===== src/rtl/mma_pkg.sv =====
// Shared constants, codes and types of the matrix multiply-accumulate block.
`default_nettype none

package mma_pkg;

  localparam int DEFAULT_MAX_DIM = 16;

  localparam int OP_W      = 3;
  localparam int IDX_W     = 4;
  localparam int VALUE_W   = 48;
  localparam int ELEM_W    = 16;
  localparam int CFG_W     = 5;
  localparam int CFG_IDX_W = 2;
  localparam int PROD_W    = 2 * ELEM_W;
  // 48-bit C plus up to 64 products of magnitude 2^30 stays below 2^49
  localparam int SUM_W     = VALUE_W + 2;

  localparam logic [OP_W-1:0] OP_WRITE_A = 3'd0;
  localparam logic [OP_W-1:0] OP_WRITE_B = 3'd1;
  localparam logic [OP_W-1:0] OP_WRITE_C = 3'd2;
  localparam logic [OP_W-1:0] OP_COMPUTE = 3'd3;
  localparam logic [OP_W-1:0] OP_READ_C  = 3'd4;

  localparam logic [CFG_IDX_W-1:0] REG_ROWS_USED  = 2'd0;
  localparam logic [CFG_IDX_W-1:0] REG_INNER_USED = 2'd1;
  localparam logic [CFG_IDX_W-1:0] REG_COLS_USED  = 2'd2;

  localparam logic [CFG_W-1:0] DIM_RESET = 5'd16;

  typedef logic signed [VALUE_W-1:0] value_t;
  typedef logic signed [ELEM_W-1:0]  elem_t;

  typedef struct packed {
    logic mul_en;
    logic acc_load;
    logic acc_add;
  } mac_ctrl_t;

endpackage

`default_nettype wire


===== src/rtl/mma_mac.sv =====
// Shared multiply-accumulate unit: registered product, exact sum, 48-bit saturation.
`default_nettype none

module mma_mac import mma_pkg::*; (
  input  wire logic      clk,
  input  wire mac_ctrl_t ctrl,
  input  wire elem_t     a,
  input  wire elem_t     b,
  input  wire value_t    c,
  output value_t         sum_sat
);

  logic signed [PROD_W-1:0] prod;
  logic signed [SUM_W-1:0]  acc;
  logic                     pos_ovf;
  logic                     neg_ovf;

  always_ff @(posedge clk) begin
    if (ctrl.mul_en) begin
      prod <= a * b;
    end
    if (ctrl.acc_load) begin
      acc <= SUM_W'(c);
    end else if (ctrl.acc_add) begin
      acc <= acc + SUM_W'(prod);
    end
  end

  // bits above the 48-bit sign must all match the sign
  assign pos_ovf = !acc[SUM_W-1] && (|acc[SUM_W-2:VALUE_W-1]);
  assign neg_ovf = acc[SUM_W-1] && !(&acc[SUM_W-2:VALUE_W-1]);

  always_comb begin
    priority if (pos_ovf) begin
      sum_sat = {1'b0, {(VALUE_W-1){1'b1}}};
    end else if (neg_ovf) begin
      sum_sat = {1'b1, {(VALUE_W-1){1'b0}}};
    end else begin
      sum_sat = acc[VALUE_W-1:0];
    end
  end

endmodule

`default_nettype wire


===== config.mk =====
export PLATFORM = sky130hd
export DESIGN_NAME = mma_mac
export DESIGN_NICKNAME = d
export VERILOG_FILES = /design/src/rtl/mma_pkg.sv /design/src/rtl/mma_mac.sv
export SDC_FILE = /design/constraint.sdc
export NUM_CORES = 1
export LEC_CHECK = 0
export BUFFER_PORTS_ARGS = -buffer_cell sky130_fd_sc_hd__buf_2
export CAP_MARGIN = 25
export CORE_MARGIN = 2
export CORE_UTILIZATION = 23
export CTS_CLUSTER_SIZE = 40
export DETAILED_ROUTE_END_ITERATION = 8
export PLACE_DENSITY = 0.48
export SETUP_SLACK_MARGIN = 0.3
export SLEW_MARGIN = 20
export SYNTH_ARGS = -nofsm -noshare
export SYNTH_HDL_FRONTEND = slang
export SYNTH_SLANG_ARGS = --single-unit

===== constraint.sdc =====
create_clock -name clk -period 19.3 [get_ports clk]
set_clock_uncertainty 0.15 [all_clocks]
set_input_delay 1.93 -clock clk [delete_from_list [all_inputs] [get_ports clk]]
set_output_delay 1.93 -clock clk [all_outputs]
set_load 0.1 [all_outputs]

==> out/summary.txt, run 1 <==
Status - finished clean
# resized after CTS - 0
Clock Latency Late Sink - 0.36 ns
Final hold slack - 0.580 ns
Final ANT Viol Nets - 0
Setup_tns - 0 ns
CTS root buffer - clkbuf_16
Crit end category - register
Final setup viols - 0
Antenna violations before repair - 3
Commonest non-fill, non-tap cell in the layout - inv_1
Grt total ovfl - 0
Rel. slew slack - 43.0%
Max-slew violation count - 0
WL/cell - 15.9 um
CTS max path bufs - 2
# port buffers - 131
Final nets - 2,311
Vias in the first global route - 12,530
Starting density of the core - 23.3%
GR Util All Layers - 12.5%
Unrepaired setup endpoints after global routing - false
EDFF count, synth - 82
Die area - 71,600 sq um
FF-to-FF path depth - 10
Filler cells - 7,518
H-tree levels - 3
Worst setup SP type - input pin
Total number of vias - 11,769
CTS clock-pin slew for the worst setup and hold paths - 0.07 ns
Post-route core utilization - 26.0%
Crit-path cells - buf_2, nand2_1, fa_1, inv_1, fa_1, inv_1, fa_1, inv_1, fa_1, fa_1, inv_1, fa_1, inv_1, ha_1, a21oi_1, o21ai_1, o41a_1, a221o_1, a41oi_4, o22ai_2, o21ai_2, mux2i_1, nand4_1
Final WL - 43.9 mm
Site Rows - 96
Crit Path Class - in2reg
Worst path most repeated cell - fa_1
F_max - 127 MHz
Ratio of cells with drive above 1 in the final layout - 10.2%
Final Hold Fails - 0
Ys async rst share - 0%
Worst r2r src - prod[31]
Synth Net Count - 2,233
DRC viols - 0
Synth Instances - 1,755
Avg Inst Size Synth - 9.10 sq um
Die Y - 268 um
Distinct cells, synth - 68
Final worst-path cycle share - 40.7%
Post-CTS setup buffers - 0
N_diodes - 0
Maximum fanout along the worst path - 16
Post-layout minimum cycle time - 7.85 ns
Commonest non-fill, non-tap cells in the layout - 293 x inv_1, 263 x fa_1, 210 x nand2_1
Worst reg2reg setup slack - 15.73 ns
Largest net degree at the start of global routing - 67
Worst Max-Slew Pin Slew - 0.855 ns
Num CTS Buffers - 9
Clock sink count - 82
Mapped cell area - 16,000 sq um
Synth Register Bits - 82
CP peak stage delay - 0.54 ns
Vias per Instance - 4.25
Chip width - 268 um
Ports - 132
Seq/Total Area, Yosys - 15.4%
TritonCTS clock tree - done
Hold depth - 2
Worst EP arrival - 7.79 ns
First-pass GRT wire length - 70.3 mm
Gp weighted congestion - 0.879
HP Class - reg2reg
Core area - 68,700 sq um
Layout area overhead - 12.0%
Pre-Repair DR Iteration Count - 5
Critical Path RT - 19.24 ns
Hold endpoint - acc[0]
Hold_sp - acc[0]
Yosys synthesis warning count - 0
Iteration-0 DRC Markers - 613
Dominant synthesized flop cell - edfxtp_1
Hold-fix buffers, CTS - 0
Max Cap Viol - 0
CP max stage cell - fa_1
FF-to-FF End - acc[43]
HPWL Detailed - 36.8 mm
worst max path at each step:
stage	start	to	slack (ns)	cells past startpoint
floorplan	b[7]	prod[31]	11.42	23
global placement	a[7]	prod[31]	11.02	23
detailed placement	a[7]	prod[31]	11.03	23
CTS	a[7]	prod[31]	11.42	23
global route	a[7]	prod[31]	11.08	23
finish	a[7]	prod[31]	11.45	23
kinds of logic after synthesis:
group                    after synthesis  share of synthesized area [%]
AND/OR/NAND/NOR                      553                           16.2
flip-flops                            82                           15.4
AO/OA/AOI/OAI                        287                           12.3
adder cells (fa/ha/maj)              394                           43.2
buffers and inverters                361                           8.55
XOR/XNOR                              75                           4.11
multiplexers                           3                          0.196
sequential cells by signal, indices dropped and copies added, names as in the netlist:
| signal | flops |
|---|---|
| acc | 50 |
| prod | 32 |
cell usage after synthesis, types with 14 or more instances:
cell	instances	area [sq um]
a21o_1	47	353
a21oi_1	60	300
and2_1	128	801
clkbuf_1	58	218
edfxtp_1	82	2460
fa_1	263	5270
ha_1	131	1640
inv_1	293	1100
nand2_1	210	788
nor2_1	135	507
nor3_1	15	75.1
o21a_1	14	105
o21ai_0	68	340
xnor2_1	46	403
xor2_1	29	254
through the flow:
step	worst slack, ns	std cells	instance area [sq um]
detailed placement	11.03	2753	17600
global placement	11.02	2752	17600
finish	11.45	2769	17900
CTS	11.42	2769	17900
floorplan	11.42	1755	16000
global route	11.08	2769	17900
area by class of cell:
class                   instances  area [sq um]  share of cell area [%]
multi-input cells            1312         12200                    68.0
flip-flops and latches         82          2460                    13.8
well taps                     931          1160                    6.51
inverters                     293          1100                    6.15
repair buffers                135           708                    3.96
clock buffers                   9           225                    1.26
clock inverters                 7          66.3                   0.371
layer usage:
metal | global-route usage [%] | wire, um | vias up
li1 | - | - | 5766
met1 | 18.8 | 22900 | 5763
met2 | 19.6 | 19000 | 224
met3 | 1.34 | 1730 | 14
met4 | 1.51 | 264 | 2
met5 | 0 | 12 | -
critical path, delay by kind of cell:
family,cells,cell delay (ns)
adder cells (fa/ha/maj),7,3.32
AO/OA/AOI/OAI,7,1.58
buffers and inverters,6,0.52
AND/OR/NAND/NOR,2,0.22
multiplexers,1,0.20
Power of run 1 is left out: the tool's default activity adds up to more than one toggle a clock period on the data nets, which glitch-free logic cannot reach.
==> run 2, diff against run 1 <==
--- a/config.mk
+++ b/config.mk
@@ -11,7 +11,7 @@
 export CORE_UTILIZATION = 23
 export CTS_CLUSTER_SIZE = 40
 export DETAILED_ROUTE_END_ITERATION = 8
-export PLACE_DENSITY = 0.48
+export PLACE_DENSITY = 0.49
 export SETUP_SLACK_MARGIN = 0.3
 export SLEW_MARGIN = 20
 export SYNTH_ARGS = -nofsm -noshare
==> constraint.sdc (replaced) <==
create_clock -name clk -period 6.6 [get_ports clk]
set_clock_uncertainty 0.15 [all_clocks]
set_input_delay 0.66 -clock clk [delete_from_list [all_inputs] [get_ports clk]]
set_output_delay 0.66 -clock clk [all_outputs]
set_load 0.1 [all_outputs]
==> run 2 against run 1 <==
Against the previous run: sequential share of layout area shrank 0.53 points; via count increased by 3.0%; register-to-register slack lost 13 ns; sequential cell count is the same; count of clock-buffer cells in the layout unchanged; worst setup slack worse by 11 ns; final area increased by 4.0%; routed wire length rose by 0.22%; worst hold slack got worse by 0.13 ns; final cell count rose by 2.5%; critical path type unchanged.
==> out/summary.txt, run 2 (synthesis gave the netlist of run 1 again) <==
First-pass GRT wire length - 71.7 mm
Iteration-0 DRC Markers - 655
Die area - 71,600 sq um
Layout area overhead - 16.5%
Final ANT Viol Nets - 0
Final setup viols - 0
HPWL Detailed - 37.6 mm
Worst EP arrival - 6.17 ns
Clock sink count - 82
Largest Register - acc
Worst path most repeated cell - fa_1
Site Rows - 96
WL/cell - 15.5 um
Crit end category - register
Post-layout minimum cycle time - 6.23 ns
Largest net degree at the start of global routing - 67
CTS clock-pin slew for the worst setup and hold paths - 0.06 ns
Ratio of cells with drive above 1 in the final layout - 14.1%
GR Util All Layers - 12.6%
Maximum fanout along the worst path - 9
CTS max path bufs - 2
N_diodes - 0
# port buffers - 131
Crit Path Class - in2reg
F_max - 161 MHz
CP peak stage delay - 0.52 ns
Unrepaired setup endpoints after global routing - true
Critical Path RT - 6.54 ns
Commonest non-fill, non-tap cell in the layout - inv_1
Antenna violations before repair - 4
H-tree levels - 3
HP Class - in2reg
Commonest non-fill, non-tap cells in the layout - 292 x inv_1, 260 x fa_1, 210 x nand2_1
Top Registers - acc: 50 flops, prod: 32 flops
Hold-fix buffers, CTS - 0
DRC viols - 0
Gp weighted congestion - 0.870
Pre-Repair DR Iteration Count - 5
Final hold slack - 0.446 ns
Chip width - 268 um
Worst setup SP type - input pin
Worst Max-Slew Pin Slew - 0.840 ns
Die Y - 268 um
Vias per Instance - 4.27
Final WL - 44.0 mm
Final nets - 2,381
Num CTS Buffers - 9
CP max stage cell - fa_1
Status - finished clean
Max Cap Viol - 0
Max-slew violation count - 0
CTS root buffer - clkbuf_16
Vias in the first global route - 13,149
Grt total ovfl - 0
Rel. slew slack - 44.0%
Core area - 68,700 sq um
Final Hold Fails - 0
TritonCTS clock tree - done
Total number of vias - 12,126
Crit-path cells - buf_2, buf_12, and2_1, fa_1, inv_1, fa_1, fa_1, inv_1, fa_1, fa_1, inv_1, fa_1, inv_1, ha_4, a21oi_1, o21ai_1, o41a_1, a221o_1, a41oi_4, o22ai_4, o21ai_2, mux2i_1, nand4_1
Max reg flops - 50
Ports - 132
Clock Latency Late Sink - 0.35 ns
Final worst-path cycle share - 94.4%
Starting density of the core - 23.3%
==> run 2: cell types whose count changed in the layout (fill, tap and decap cells not counted), sizes merged <==
cell | before | now
clkinv | 0 | 4
clkbuf | 9 | 11
bufinv | 0 | 2
buf | 135 | 203
inv | 298 | 292
==> run 2: layer usage <==
layer | part of all wire [%] | up-vias | GRT usage (%)
met5 | 0.11 | - | 0
met4 | 0.69 | 8 | 1.81
met3 | 4.0 | 23 | 1.46
met2 | 46 | 244 | 21.1
met1 | 49 | 5953 | 17.8
li1 | - | 5898 | -
==> run 2: area by class of cell <==
| class | instances | area (sq um) |
|---|---|---|
| clock buffer | 9 | 225 |
| clock inverter | 7 | 93.8 |
| fill | 7472 | 50100 |
| inverter | 293 | 1100 |
| multi-input combinational | 1312 | 12200 |
| sequential | 82 | 2460 |
| tap | 931 | 1160 |
| timing repair buffer | 205 | 1310 |
==> run 2: path summary, 6_finish.rpt <==
check / end / slack (ns) / start / depth (start not counted)
hold reg to reg: acc[0] / 0.61 / acc[0] / 2
setup / recovery: prod[31] / 0.37 / a[7] / 23
setup reg to reg: acc[43] / 3.07 / prod[31] / 10
hold / removal: acc[46] / 0.45 / c[46] / 3
==> run 2: metrics by stage <==
step | instance area (sq um) | setup slack, ns | util, % | setup TNS (ns) | std cells
final | 18600 | 0.371 | 27.1 | 0 | 2839
after CTS | 18500 | 0.313 | 26.9 | 0 | 2832
after floorplan | 16000 | 0.262 | - | 0 | 1755
after detailed placement | 18200 | -0.0501 | 26.4 | -0.0501 | 2816
after global routing | 18600 | 0.205 | 27.1 | 0 | 2839
after global placement | 18100 | -0.0204 | 26.4 | -0.0204 | 2815
==> run 2: repair_timing <==
item | CTS | global route
resized for setup | 0 | 17
setup buffers | 0 | 7
endpoints found under the hold margin | 0 | 0
endpoints found under the setup margin | 0 | 6
==> run 2: worst max-delay path: cells and delay by family <==
| family | cells | cell delay (ns) |
|---|---|---|
| adders and majority gates | 7 | 3.09 |
| AOI/OAI and AO/OA | 7 | 1.47 |
| buffers and inverters | 6 | 0.50 |
| and+or+nand+nor | 2 | 0.24 |
| muxes | 1 | 0.19 |
Power of run 2 is left out for the same reason.
